`config.mk`:
```
export PLATFORM = sky130hd
export DESIGN_NAME = am_envelope_dc_block_flat
export DESIGN_NICKNAME = d
export VERILOG_FILES = /design/src/hw/rtl/ameb_pkg.sv /design/src/hw/rtl/ameb_in_if.sv /design/src/hw/rtl/ameb_out_if.sv /design/src/hw/rtl/ameb_front.sv /design/src/hw/rtl/ameb_fifo.sv /design/src/hw/rtl/ameb_back.sv /design/src/hw/rtl/am_envelope_dc_block.sv /design/src/flat_wrapper.sv
export SDC_FILE = /design/constraint.sdc
export NUM_CORES = 2
export LEC_CHECK = 0
export BUFFER_PORTS_ARGS = -buffer_cell sky130_fd_sc_hd__buf_2
export CAP_MARGIN = 20
export CORE_MARGIN = 5
export CORE_UTILIZATION = 45
export CTS_BUF_LIST = sky130_fd_sc_hd__clkbuf_8
export CTS_CLUSTER_SIZE = 16
export DETAILED_ROUTE_END_ITERATION = 8
export HOLD_SLACK_MARGIN = 0.12
export PLACE_DENSITY = 0.61
export SLEW_MARGIN = 25
export SYNTH_ARGS = -nofsm -noshare
export SYNTH_HDL_FRONTEND = slang
export SYNTH_HIERARCHICAL = 1
export SYNTH_SLANG_ARGS = --single-unit
```
`constraint.sdc`:
```
create_clock -name clk -period 7.1 [get_ports clk]
set_clock_uncertainty 0.05 [all_clocks]
set_input_delay 0.71 -clock clk [delete_from_list [all_inputs] [get_ports clk]]
set_output_delay 0.71 -clock clk [all_outputs]
set_load 0.005 [all_outputs]
```
`src/hw/rtl/ameb_pkg.sv`:
```
`timescale 1ns / 1ps

package ameb_pkg;

  localparam int CH_BITS       = 3;
  localparam int ALPHA_BITS    = 15;
  localparam int APB_ADDR_BITS = 3;
  localparam int APB_DATA_BITS = 32;

  localparam logic [ALPHA_BITS-1:0] ALPHA_RESET = 15'd32604;

  // Register indexes (byte address divided by four).
  localparam logic REG_DC_ALPHA = 1'b0;

  typedef enum logic [2:0] {
    F_IDLE,
    F_SQR,
    F_SUM,
    F_ROOT,
    F_PUSH
  } front_state_t;

  typedef enum logic [1:0] {
    B_IDLE,
    B_MUL,
    B_SUM
  } back_state_t;

  typedef struct packed {
    logic full;
    logic empty;
  } fifo_stat_t;

endpackage

```
`src/hw/rtl/ameb_in_if.sv`:
```
`timescale 1ns / 1ps

interface ameb_in_if #(
  parameter int SAMPLE_BITS = 16
);
  logic                          valid;
  logic                          ready;
  logic [ameb_pkg::CH_BITS-1:0]  channel;
  logic signed [SAMPLE_BITS-1:0] sample_i;
  logic signed [SAMPLE_BITS-1:0] sample_q;

  modport source (output valid, channel, sample_i, sample_q, input ready);
  modport sink   (input valid, channel, sample_i, sample_q, output ready);
endinterface

```
`src/hw/rtl/ameb_out_if.sv`:
```
`timescale 1ns / 1ps

interface ameb_out_if #(
  parameter int SAMPLE_BITS = 16
);
  logic                            valid;
  logic                            ready;
  logic [ameb_pkg::CH_BITS-1:0]    out_channel;
  logic signed [SAMPLE_BITS+2:0]   demod_value;

  modport source (output valid, out_channel, demod_value, input ready);
  modport sink   (input valid, out_channel, demod_value, output ready);
endinterface

```
`src/hw/rtl/ameb_front.sv`:
```
`timescale 1ns / 1ps

module ameb_front #(
  parameter int SAMPLE_BITS = 16
) (
  input  logic                         clk,
  input  logic                         rst,
  ameb_in_if.sink                      iq,
  output logic                         push,
  output logic [ameb_pkg::CH_BITS-1:0] push_ch,
  output logic [SAMPLE_BITS:0]         push_env,
  input  ameb_pkg::fifo_stat_t         stat
);
  import ameb_pkg::*;

  localparam int ENV_BITS = SAMPLE_BITS + 1;
  localparam int SQ_BITS  = 2 * SAMPLE_BITS - 1;
  localparam int PWR_BITS = 2 * SAMPLE_BITS;
  localparam int XW       = 2 * ENV_BITS;
  localparam int RW       = ENV_BITS + 2;
  localparam int CW       = $clog2(ENV_BITS);

  front_state_t state, state_next;

  logic [CH_BITS-1:0]        ch;
  logic signed [SAMPLE_BITS-1:0] si, sq;
  logic [SQ_BITS-1:0]        sqi, sqq;
  logic [XW-1:0]             xr;
  logic [RW-1:0]             rem;
  logic [ENV_BITS-1:0]       root;
  logic [CW-1:0]             cnt;

  logic signed [PWR_BITS-1:0] prod_i, prod_q;
  logic [PWR_BITS-1:0]        power;
  logic [RW-1:0]              rem_sh, trial;
  logic                       take;

  assign prod_i = si * si;
  assign prod_q = sq * sq;
  assign power  = {1'b0, sqi} + {1'b0, sqq};

  // One result bit of the integer square root per cycle.
  assign rem_sh = {rem[RW-3:0], xr[XW-1:XW-2]};
  assign trial  = {root, 2'b01};
  assign take   = rem_sh >= trial;

  always_comb begin
    state_next = state;
    unique case (state)
      F_IDLE: if (iq.valid) state_next = F_SQR;
      F_SQR:  state_next = F_SUM;
      F_SUM:  state_next = F_ROOT;
      F_ROOT: if (cnt == '0) state_next = F_PUSH;
      F_PUSH: if (!stat.full) state_next = F_IDLE;
      default: state_next = F_IDLE;
    endcase
  end

  always_comb begin
    iq.ready = (state == F_IDLE);
    push     = (state == F_PUSH) && !stat.full;
  end

  always_ff @(posedge clk) begin
    if (rst) begin
      state <= F_IDLE;
    end else begin
      state <= state_next;
    end
  end

  always_ff @(posedge clk) begin
    unique case (state)
      F_IDLE: begin
        if (iq.valid) begin
          ch <= iq.channel;
          si <= iq.sample_i;
          sq <= iq.sample_q;
        end
      end
      F_SQR: begin
        sqi <= prod_i[SQ_BITS-1:0];
        sqq <= prod_q[SQ_BITS-1:0];
      end
      F_SUM: begin
        xr   <= {2'b00, power};
        rem  <= '0;
        root <= '0;
        cnt  <= CW'(ENV_BITS - 1);
      end
      F_ROOT: begin
        xr   <= {xr[XW-3:0], 2'b00};
        rem  <= take ? (rem_sh - trial) : rem_sh;
        root <= {root[ENV_BITS-2:0], take};
        cnt  <= cnt - 1'b1;
      end
      F_PUSH: begin
      end
      default: begin
      end
    endcase
  end

  assign push_ch  = ch;
  assign push_env = root;

endmodule

```
`src/hw/rtl/ameb_fifo.sv`:
```
`timescale 1ns / 1ps

module ameb_fifo #(
  parameter int WIDTH = 20
) (
  input  logic                 clk,
  input  logic                 rst,
  input  logic                 push,
  input  logic [WIDTH-1:0]     push_data,
  input  logic                 pop,
  output logic [WIDTH-1:0]     pop_data,
  output ameb_pkg::fifo_stat_t stat
);
  import ameb_pkg::*;

  localparam int DEPTH = 2;
  localparam int PTR_W = $clog2(DEPTH);
  localparam int CNT_W = $clog2(DEPTH + 1);

  logic [WIDTH-1:0] slots [DEPTH];
  logic [PTR_W-1:0] wr_ptr, rd_ptr;
  logic [CNT_W-1:0] count;

  always_ff @(posedge clk) begin
    if (rst) begin
      wr_ptr <= '0;
      rd_ptr <= '0;
      count  <= '0;
    end else begin
      if (push) wr_ptr <= wr_ptr + 1'b1;
      if (pop)  rd_ptr <= rd_ptr + 1'b1;
      if (push && !pop) begin
        count <= count + 1'b1;
      end else if (pop && !push) begin
        count <= count - 1'b1;
      end
    end
  end

  always_ff @(posedge clk) begin
    if (push) slots[wr_ptr] <= push_data;
  end

  assign pop_data   = slots[rd_ptr];
  assign stat.full  = (count == CNT_W'(DEPTH));
  assign stat.empty = (count == '0);

endmodule

```
`src/hw/rtl/ameb_back.sv`:
```
`timescale 1ns / 1ps

module ameb_back #(
  parameter int CHANNELS    = 8,
  parameter int SAMPLE_BITS = 16
) (
  input  logic                            clk,
  input  logic                            rst,
  input  logic [ameb_pkg::ALPHA_BITS-1:0] alpha,
  output logic                            pop,
  input  logic [ameb_pkg::CH_BITS-1:0]    pop_ch,
  input  logic [SAMPLE_BITS:0]            pop_env,
  input  ameb_pkg::fifo_stat_t            stat,
  ameb_out_if.source                      demod
);
  import ameb_pkg::*;

  localparam int ENV_BITS = SAMPLE_BITS + 1;
  localparam int OUT_BITS = SAMPLE_BITS + 3;
  localparam int CH_SPAN  = 1 << CH_BITS;
  localparam int ST_DEPTH = (CHANNELS < CH_SPAN) ? CHANNELS : CH_SPAN;
  localparam int IDX_W    = (ST_DEPTH > 1) ? $clog2(ST_DEPTH) : 1;
  localparam int PW       = OUT_BITS + ALPHA_BITS + 1;
  localparam int SW       = PW + 1;
  localparam int FW       = SW - ALPHA_BITS;
  localparam int YW       = OUT_BITS + 3;

  back_state_t state, state_next;

  logic [ENV_BITS-1:0]        st_env [ST_DEPTH];
  logic signed [OUT_BITS-1:0] st_out [ST_DEPTH];

  logic [CH_BITS-1:0]         cur_ch;
  logic [ENV_BITS-1:0]        cur_env, prev_env;
  logic signed [OUT_BITS-1:0] prev_out;
  logic                       ch_ok;
  logic signed [PW-1:0]       prod;

  logic                       out_valid;
  logic [CH_BITS-1:0]         out_ch;
  logic signed [OUT_BITS-1:0] out_val;

  logic [IDX_W-1:0]           ridx, widx;
  logic                       pop_ok, out_free, load;
  logic [SW-1:0]              fb_sum;
  logic [FW-1:0]              fb;
  logic [YW-1:0]              y;
  logic signed [OUT_BITS-1:0] y_sat;

  assign ridx   = pop_ch[IDX_W-1:0];
  assign widx   = cur_ch[IDX_W-1:0];
  assign pop_ok = 32'(pop_ch) < CHANNELS;

  // Feedback term rounded to nearest, ties toward plus infinity.
  assign fb_sum = {prod[PW-1], prod} + SW'(1 << (ALPHA_BITS - 1));
  assign fb     = fb_sum[SW-1:ALPHA_BITS];
  assign y      = {{(YW-ENV_BITS){1'b0}}, cur_env} - {{(YW-ENV_BITS){1'b0}}, prev_env}
                  + {{(YW-FW){fb[FW-1]}}, fb};

  always_comb begin
    if (!y[YW-1] && (|y[YW-2:OUT_BITS-1])) begin
      y_sat = {1'b0, {(OUT_BITS-1){1'b1}}};
    end else if (y[YW-1] && !(&y[YW-2:OUT_BITS-1])) begin
      y_sat = {1'b1, {(OUT_BITS-1){1'b0}}};
    end else begin
      y_sat = y[OUT_BITS-1:0];
    end
  end

  assign out_free = !out_valid || demod.ready;

  always_comb begin
    state_next = state;
    unique case (state)
      B_IDLE:  if (!stat.empty) state_next = B_MUL;
      B_MUL:   state_next = B_SUM;
      B_SUM:   if (out_free) state_next = B_IDLE;
      default: state_next = B_IDLE;
    endcase
  end

  always_comb begin
    pop  = (state == B_IDLE) && !stat.empty;
    load = (state == B_SUM) && out_free;
  end

  always_ff @(posedge clk) begin
    if (rst) begin
      state     <= B_IDLE;
      out_valid <= 1'b0;
      for (int k = 0; k < ST_DEPTH; k++) begin
        st_env[k] <= '0;
        st_out[k] <= '0;
      end
    end else begin
      state <= state_next;
      if (load) begin
        out_valid <= 1'b1;
      end else if (demod.ready) begin
        out_valid <= 1'b0;
      end
      if (load && ch_ok) begin
        st_env[widx] <= cur_env;
        st_out[widx] <= y_sat;
      end
    end
  end

  always_ff @(posedge clk) begin
    if (pop) begin
      cur_ch   <= pop_ch;
      cur_env  <= pop_env;
      ch_ok    <= pop_ok;
      prev_env <= pop_ok ? st_env[ridx] : '0;
      prev_out <= pop_ok ? st_out[ridx] : '0;
    end
    if (state == B_MUL) begin
      prod <= $signed({1'b0, alpha}) * prev_out;
    end
    if (load) begin
      out_ch  <= cur_ch;
      out_val <= y_sat;
    end
  end

  assign demod.valid       = out_valid;
  assign demod.out_channel = out_ch;
  assign demod.demod_value = out_val;

endmodule

```
`src/hw/rtl/am_envelope_dc_block.sv`:
```
`timescale 1ns / 1ps

// Channel   Role          Beat contents
// --------  ------------  ------------------------------------------
// iq        sink          channel, sample_i, sample_q
// demod     source        out_channel, demod_value
// APB       config slave  dc_alpha at byte address 0
//
// Each sample passes through the front end's square, sum, square root and push states,
// with the square root unit resolving one envelope bit per cycle.
// The DC blocker pops, multiplies and sums each beat, overlapping the next square root.
// Reset is synchronous; it clears the per-channel state and sets dc_alpha to 32604.
// A stalled output holds the DC blocker; two queued envelopes let the front keep going.

module am_envelope_dc_block #(
  parameter int CHANNELS    = 8,
  parameter int SAMPLE_BITS = 16
) (
  input  logic                                clk,
  input  logic                                rst,
  ameb_in_if.sink                             iq,
  ameb_out_if.source                          demod,
  input  logic                                psel,
  input  logic                                penable,
  input  logic                                pwrite,
  input  logic [ameb_pkg::APB_ADDR_BITS-1:0]  paddr,
  input  logic [ameb_pkg::APB_DATA_BITS-1:0]  pwdata,
  output logic [ameb_pkg::APB_DATA_BITS-1:0]  prdata,
  output logic                                pready
);
  import ameb_pkg::*;

  localparam int ENV_BITS = SAMPLE_BITS + 1;
  localparam int QW       = CH_BITS + ENV_BITS;

  logic [ALPHA_BITS-1:0] dc_alpha;
  logic                  reg_hit;

  logic                  push, pop;
  logic [CH_BITS-1:0]    push_ch, pop_ch;
  logic [ENV_BITS-1:0]   push_env, pop_env;
  logic [QW-1:0]         pop_data;
  fifo_stat_t            stat;

  assign pready  = 1'b1;
  assign reg_hit = (paddr[APB_ADDR_BITS-1:2] == REG_DC_ALPHA);
  assign prdata  = reg_hit ? {{(APB_DATA_BITS-ALPHA_BITS){1'b0}}, dc_alpha} : '0;

  always_ff @(posedge clk) begin
    if (rst) begin
      dc_alpha <= ALPHA_RESET;
    end else if (psel && penable && pwrite && pready && reg_hit) begin
      dc_alpha <= pwdata[ALPHA_BITS-1:0];
    end
  end

  ameb_front #(
    .SAMPLE_BITS (SAMPLE_BITS)
  ) u_front (
    .clk      (clk),
    .rst      (rst),
    .iq       (iq),
    .push     (push),
    .push_ch  (push_ch),
    .push_env (push_env),
    .stat     (stat)
  );

  ameb_fifo #(
    .WIDTH (QW)
  ) u_fifo (
    .clk       (clk),
    .rst       (rst),
    .push      (push),
    .push_data ({push_ch, push_env}),
    .pop       (pop),
    .pop_data  (pop_data),
    .stat      (stat)
  );

  assign pop_ch  = pop_data[QW-1:ENV_BITS];
  assign pop_env = pop_data[ENV_BITS-1:0];

  ameb_back #(
    .CHANNELS    (CHANNELS),
    .SAMPLE_BITS (SAMPLE_BITS)
  ) u_back (
    .clk     (clk),
    .rst     (rst),
    .alpha   (dc_alpha),
    .pop     (pop),
    .pop_ch  (pop_ch),
    .pop_env (pop_env),
    .stat    (stat),
    .demod   (demod)
  );

`ifndef ASSERT_OFF
  a_push_room: assert property (@(posedge clk) disable iff (rst) push |-> !stat.full)
    else $error("envelope pushed into a full queue");

  a_pop_data: assert property (@(posedge clk) disable iff (rst) pop |-> !stat.empty)
    else $error("DC blocker popped an empty queue");

  a_alpha_reset: assert property (@(posedge clk) $fell(rst) |-> dc_alpha == ALPHA_RESET)
    else $error("dc_alpha not at its reset value after reset");

  a_out_quiet: assert property (@(posedge clk) $past(rst) |-> !demod.valid)
    else $error("result beat offered right after reset");
`endif

endmodule

```
`src/flat_wrapper.sv`:
```
// flat-port wrapper written by rule: the top's interface ports become plain ports
module am_envelope_dc_block_flat import ameb_pkg::*;
#(
  parameter int CHANNELS    = 8,
  parameter int SAMPLE_BITS = 16
)
  (clk, rst, psel, penable, pwrite, paddr, pwdata, prdata, pready, iq_valid, iq_channel, iq_sample_i, iq_sample_q, iq_ready, demod_valid, demod_out_channel, demod_demod_value, demod_ready);
  ameb_in_if #(.SAMPLE_BITS(SAMPLE_BITS)) iq_i ();
  ameb_out_if #(.SAMPLE_BITS(SAMPLE_BITS)) demod_i ();
  input  logic clk;
  input  logic rst;
  input  logic psel;
  input  logic penable;
  input  logic pwrite;
  input  logic [ameb_pkg::APB_ADDR_BITS-1:0] paddr;
  input  logic [ameb_pkg::APB_DATA_BITS-1:0] pwdata;
  output logic [ameb_pkg::APB_DATA_BITS-1:0] prdata;
  output logic pready;
  input wire logic [$bits(iq_i.valid)-1:0] iq_valid;
  input wire logic [$bits(iq_i.channel)-1:0] iq_channel;
  input wire logic [$bits(iq_i.sample_i)-1:0] iq_sample_i;
  input wire logic [$bits(iq_i.sample_q)-1:0] iq_sample_q;
  output wire logic [$bits(iq_i.ready)-1:0] iq_ready;
  output wire logic [$bits(demod_i.valid)-1:0] demod_valid;
  output wire logic [$bits(demod_i.out_channel)-1:0] demod_out_channel;
  output wire logic [$bits(demod_i.demod_value)-1:0] demod_demod_value;
  input wire logic [$bits(demod_i.ready)-1:0] demod_ready;
  assign iq_i.valid = iq_valid;
  assign iq_i.channel = iq_channel;
  assign iq_i.sample_i = iq_sample_i;
  assign iq_i.sample_q = iq_sample_q;
  assign iq_ready = iq_i.ready;
  assign demod_valid = demod_i.valid;
  assign demod_out_channel = demod_i.out_channel;
  assign demod_demod_value = demod_i.demod_value;
  assign demod_i.ready = demod_ready;
  am_envelope_dc_block #(.CHANNELS(CHANNELS), .SAMPLE_BITS(SAMPLE_BITS)) u_core (.clk(clk), .rst(rst), .iq(iq_i), .demod(demod_i), .psel(psel), .penable(penable), .pwrite(pwrite), .paddr(paddr), .pwdata(pwdata), .prdata(prdata), .pready(pready));
endmodule
```
Word-level counts from Yosys, hierarchy flattened. Memory sizes are Yosys's and may differ from the RTL's. A register that Yosys moved wholly into a read port is not among the register bits. Index checks and enable logic that the tools add are counted.

Add/sub/neg operators: 10. $mul: 3. $lt $le $gt $ge: 1. Equal/unequal tests: 12. Muxes and demuxes: 34. Bitwise logic cells: 1. Reductions and logical operators: 32.

Operators with widths (number): $pmux W17 S2 (2); $pmux W34 S2 (1); $mul A16 B16 Y31 (2); $mux W19 (3); $add A35 B16 Y36 const B (1); $mul A16 B19 Y35 (1); $mux W17 (2); $add A31 B31 Y32 (1); $add A18 B21 Y22 (1); $ge A19 B19 Y1 (1); $reduce_or A19 Y1 (1); $sub A17 B17 Y18 (1); $reduce_or A17 Y1 (1); $sub A17 B17 Y17 (1); $mux W15 (1); $mux W3 (5); $pmux W3 S5 (1); $mux W1 (13); $logic_and A1 B1 Y1 (10); $ne A2 B2 Y1 const B (5); $pmux W5 S2 (1); $mux W2 (4); $logic_not A1 Y1 (7); $eq A3 B2 Y1 const B (2); other kinds (18) (25).

Register bits: 272. Bits in writable memories: 328. Bits of input ports: 77. Output and inout port bits: 57. Word-level logic and storage cells: 117. Memories kept: 3.

Memory list: u_core.u_back.st_out (words 8, bits a word 19, read ports 1, clocked after memory_dff 1, wr ports 8, line ameb_back.sv:31) `logic signed [OUT_BITS-1:0] st_out [ST_DEPTH];`; u_core.u_back.st_env (words 8, bits a word 17, read ports 1, clocked after memory_dff 1, wr ports 8, line ameb_back.sv:30) `logic [ENV_BITS-1:0] st_env [ST_DEPTH];`; u_core.u_fifo.slots (words 2, bits a word 20, read ports 1, clocked after memory_dff 1, wr ports 1, line ameb_fifo.sv:20) `logic [WIDTH-1:0] slots [DEPTH];`.

Depth between registers and ports, before layout.
Depth in word-level cells: 8. Mapped depth: 27. Mapped depth without buffers: 24.

Hierarchy. Netlist, hierarchy kept.

By module, submodules not included: ameb_back (instances 1, cells each 2465, area each 28851.4 µm², sequential area each 11681.2 µm²); ameb_front (instances 1, cells each 2517, area each 25216.7 µm², sequential area each 5104.9 µm²); ameb_fifo (instances 1, cells each 84, area each 1644.1 µm², sequential area each 1301.2 µm²); am_envelope_dc_block (instances 1, cells each 102, area each 888.4 µm², sequential area each 300.3 µm²).

Least setup slack after synthesis. OpenSTA, ideal clock, no wires.

Kind: register -> register. Start: reg u_core.u_front.sq[15]. End: reg u_core.u_front.sqq[30], data pin. Setup time: 0.260 ns. Arrival time: 6.190 ns. Data required time: 6.790 ns. Setup slack: 0.600 ns. Stages on the path, launching flop included: 23. Path buffers: 2. Clock period less this slack: 6.500 ns. Cells stage by stage: edfxtp_1 > clkbuf_1 > inv_1 > clkbuf_1 > nor2_1 > fa_1 > fa_1 > fa_1 > fa_1 > fa_1 > inv_1 > fa_1 > inv_1 > ha_1 > a21o_1 > a21o_1 > a2111oi_0 > o21bai_1 > a21o_1 > a41o_1 > a211o_1 > a21oi_2 > xnor2_1.

Word-level cells in the longest chain between the ends: 1.

RTL lines: start, declared (line ameb_front.sv:26) `logic signed [SAMPLE_BITS-1:0] si, sq;`; start signal, assigned (line ameb_front.sv:78) `sq <= iq.sample_q;`; $mul A16 B16 Y31 (line ameb_front.sv:39) `assign prod_q = sq * sq;`; net u_core.u_front.prod_q[30] (line ameb_front.sv:33) `logic signed [PWR_BITS-1:0] prod_i, prod_q;`; end signal, assigned (line ameb_front.sv:83) `sqq <= prod_q[SQ_BITS-1:0];`; end, declared (line ameb_front.sv:27) `logic [SQ_BITS-1:0] sqi, sqq;`.

The timed path passes the listed nets, and every way through them passes these cells. A chain may end at the register's enable or synchronous reset.

Worst setup path after layout. Same ends and word-level chain as after synthesis.

==> flow_results.org <==
** Drt
- DRC violations left :: 0
- Antenna Nets Post-Route :: 0
- Mean number of vias per cell :: 5.14
- DRT Pass-1 Iters :: 8
- After detailed routing, the average wire length per cell comes to 17.9 µm.
- The routed layout has 36505 vias.
- Violation count after the first detailed-route iteration :: 2086
- Final Routed Wirelength :: 127000 µm

** Clock network
- The longest clock path from root to sink contains 3 buffers.
- Clock tree from TritonCTS :: built
- CTS root buffer :: clkbuf_8
- Clock latency on the worst-skew pair, taken at its later pin, is 0.81 ns.
- CTS Buf Count :: 107
- Clock-pin transition on the worst setup and hold timing paths :: 0.06 ns
- H-tree lvl count :: 3
- Number of sinks on the clock net :: 621

** Yosys
- During synthesis, Yosys emitted a total of 6 warnings.
- Among all flip-flop cells after synthesis, the most frequent one is edfxtp_1.
- Post-Synthesis Cells :: 5168
- The mapped netlist covers 0.0566 mm².
- Counting flops with a built-in enable in the synthesized netlist gives 595.
- Of the synthesized area, sequential elements account for 0.325.
- In the synthesized netlist the async set-or-reset flop fraction comes to 0.
- The average instance in the mapped netlist occupies 11.0 µm².
- The netlist uses 81 different library cells.
- In this run, synthesis produced a sequential element count of 621.

** GRT
- Across every metal layer, demand over resource in global routing totals 0.197.
- Total gr overflow :: 0
- The first global-routing pass estimated 207000 µm of wire.
- The number of global-route vias before repair is 38690.
- The initial antenna violation count was 2.
- Entering global routing, the biggest net connects 75 pins.

** Timing
- Maximum clock frequency :: 147 MHz
- Final setup vio count :: 0
- Unrepaired setup endpoints after global routing :: false
- Post-layout minimum cycle time :: 6.80 ns
- The final count of pins violating max slew was 0.
- Number of failing hold endpoints at the final stage :: 0
- Fraction of the cycle the final worst path needs :: 0.958
- For the pin with the worst max-slew slack, the measured transition is 1.02 ns.
- Setup TNS :: 0 ns
- Worst slew slack as a fraction of its limit :: 0.315

** Placement
- Port buffer count :: 96
- Global placement routability congestion :: 0.866
- Sum of net half-perimeters after detailed placement :: 93900 µm

** Floorplan
- Height of the die :: 365 µm
- After floorplanning, the core was divided into 130 placement rows.
- Die X-Extent :: 365 µm
- Core area :: 0.125 mm²
- Starting density of the core :: 0.452
- The die covers 0.133 mm².
- I/O pin cnt :: 134

** Critical path
- Setup slack of the worst register-to-register path :: 0.30 ns
- The worst setup path is captured at a flip-flop.
- Top fanout value on the critical path :: 7
- Req. time, crit path :: 7.57 ns
- The worst setup path is of the flip-flop to flip-flop kind.
- Startpoint kind of the worst setup timing path :: flip-flop
- Arrival time reported for the critical path endpoint :: 7.27 ns

** Run status
- The run finished with clean final reports.

** Cells and area
- Filler Cell Count :: 11449
- Summing all multi-input logic gate instances after layout gives 0.0334 mm².
- In the final layout, the share of cells above drive strength 1 is 0.111.
- Relative to the synthesized area, the layout overhead comes to 9.90%.
- Number of nets in the final layout :: 6539
- Area used by sequential logic in the layout :: 0.0184 mm²

** Min path
- The worst hold path belongs to the class input pin to flip-flop.

** Run
- Max-cap violations in this run came to 0.
==> cell usage after synthesis, types with 7 or more instances <==
cell	n	area [µm²]
a211oi_2	12	150
buf_2	15	75.1
o22ai_1	7	43.8
and3_1	111	694
a31oi_1	11	68.8
xor2_1	56	490
o21ai_0	56	280
a211oi_1	25	188
inv_1	1089	4090
nor2b_1	30	188
ha_1	347	4340
o21ai_2	8	70.1
mux2i_1	33	330
nand2b_1	36	225
nor2_1	334	1250
edfxtp_1	595	17900
buf_4	21	158
o21a_1	14	105
buf_1	13	48.8
dfxtp_1	26	521
or3_1	8	50.1
xnor2_1	148	1300
nand4_1	17	106
o211ai_1	14	105
or4_1	7	52.6
a21oi_1	196	981
o21ai_1	12	60.1
nand3_1	33	165
or2_2	9	56.3
nand2_1	393	1480
mux4_2	72	1620
and2_1	226	1410
mux2_2	58	653
o21bai_1	16	120
clkbuf_1	159	597
a31o_2	10	87.6
fa_1	744	14900
nor3_1	29	145
a21o_1	74	556
==> cells in the final DEF, fill, tap and decap left out, types with 9 or more instances in the layout <==
| master | Yosys | routed |
|---|---|---|
| a211oi_1 | 25 | 24 |
| a211oi_2 | 12 | 13 |
| a21o_1 | 74 | 74 |
| a21oi_1 | 196 | 195 |
| a31o_2 | 10 | 10 |
| a31oi_1 | 11 | 10 |
| and2_1 | 226 | 224 |
| and3_1 | 111 | 111 |
| buf_2 | 15 | 96 |
| buf_4 | 21 | 140 |
| clkbuf_8 | 0 | 112 |
| clkinv_1 | 4 | 23 |
| clkinv_2 | 0 | 11 |
| conb_1 | 2 | 18 |
| dfxtp_1 | 26 | 23 |
| dlygate4sd3_1 | 0 | 50 |
| edfxtp_1 | 595 | 595 |
| fa_1 | 744 | 743 |
| ha_1 | 347 | 347 |
| inv_1 | 1089 | 1121 |
| mux2_2 | 58 | 56 |
| mux2i_1 | 33 | 33 |
| mux4_2 | 72 | 72 |
| nand2_1 | 393 | 391 |
| nand2b_1 | 36 | 28 |
| nand3_1 | 33 | 33 |
| nand4_1 | 17 | 17 |
| nor2_1 | 334 | 333 |
| nor2b_1 | 30 | 25 |
| nor3_1 | 29 | 26 |
| o211ai_1 | 14 | 14 |
| o21a_1 | 14 | 14 |
| o21ai_0 | 56 | 55 |
| o21ai_1 | 12 | 12 |
| o21bai_1 | 16 | 16 |
| or2_2 | 9 | 9 |
| xnor2_1 | 148 | 148 |
| xor2_1 | 56 | 56 |
==> layout make-up <==
type / count / share of cell area
Multi-Input combinational cell: 3257 / 0.536
Antenna cell: 2 / 0.0000805
Tap cell: 1650 / 0.0332
Sequential cell: 621 / 0.296
Inverter: 1093 / 0.0660
Timing Repair Buffer: 291 / 0.0340
Clock inverter: 82 / 0.0101
Clock buffer: 112 / 0.0248
==> final timing paths <==
path | cells after the start | from | to
max | 20 | u_core/u_front/sq[15] | u_core/u_front/sqq[30]
min | 3 | iq_valid | u_core/u_front/state[2]
max reg2reg | 20 | u_core/u_front/sq[15] | u_core/u_front/sqq[30]
min reg2reg | 0 | u_core/u_front/push_ch[0] | u_core/u_fifo/slots[0][17]
==> sequential cells by signal, indices dropped and copies added, names as in the netlist, 15 cells and up, named ones only <==
register	cells
u_core/u_front/sqq	30
u_core/dc_alpha	15
u_core/u_back/prev_out	19
u_core/u_back/st_out	152
u_core/u_front/push_env	17
u_core/u_back/prod	21
u_core/u_front/sqi	30
u_core/u_back/cur_env	17
u_core/u_front/xr	34
u_core/u_fifo/slots	40
u_core/u_front/si	16
u_core/u_back/prev_env	17
u_core/u_front/rem	17
u_core/u_back/st_env	136
u_core/u_front/sq	16
u_core/u_back/demod.demod_value	19
==> stage by stage <==
stage / setup slack [ns] / util / hold slack, ns / instances / area [µm²]
finish: 0.300 / 0.497 / 0.261 / 7108 / 62200
global route: 0.00101 / 0.497 / 0.193 / 7107 / 62200
CTS: 0.0422 / 0.495 / 0.152 / 7091 / 62000
detailed placement: 0.0947 / 0.474 / 0.383 / 6847 / 59300
global placement: 0.202 / 0.474 / 0.373 / 6847 / 59300
floorplan: 0.600 / - / 0.371 / 5184 / 56700
==> what timing repair did <==
item / CTS / global route
setup buffers: 0 / 15
resized for setup: 0 / 12
endpoints found under the hold margin: 50 / 0
setup endpoints to repair: 0 / 18
hold buffers: 50 / 0
==> cell families (layout without fill, tap and decap cells) <==
logic type | Yosys count | in the layout | synth area share
and+or+nand+nor | 1258 | 1258 | 0.106
other | 2 | 20 | 0.000133
muxes | 163 | 163 | 0.0460
adders and majority gates | 1091 | 1091 | 0.340
DFF | 621 | 621 | 0.325
xor gates and xnor gates | 204 | 204 | 0.0316
buffers and inverters | 1306 | 1578 | 0.0892
AOI/OAI and AO/OA | 523 | 523 | 0.0620
==> worst max-delay path, cell delays in order, from the launching register on <==
cell and delay (ns):
edfxtp_1 0.57, inv_1 0.23, nor2_1 0.26, fa_2 0.57, fa_1 0.55, fa_1 0.45, fa_1 0.51, fa_1 0.49
inv_1 0.05, fa_1 0.47, inv_1 0.04, ha_1 0.32, a21o_1 0.22, a21o_1 0.17, a2111oi_0 0.46, o21bai_1 0.14
a21o_1 0.19, a41o_1 0.26, a211o_1 0.29, a21oi_2 0.16, xnor2_1 0.07
==> per-layer routing <==
| layer | up-vias | GRT usage | share of wire | routed length (µm) |
|---|---|---|---|---|
| li1 | 17016 | - | - | - |
| met1 | 18499 | 0.266 | 0.43 | 54300 |
| met2 | 795 | 0.336 | 0.49 | 62800 |
| met3 | 193 | 0.0270 | 0.051 | 6440 |
| met4 | 2 | 0.0580 | 0.029 | 3750 |
| met5 | - | 0 | 0.00011 | 14 |
Power is not shown: default switching activity piles up to over one toggle a cycle in this logic, so the estimate is an artifact.
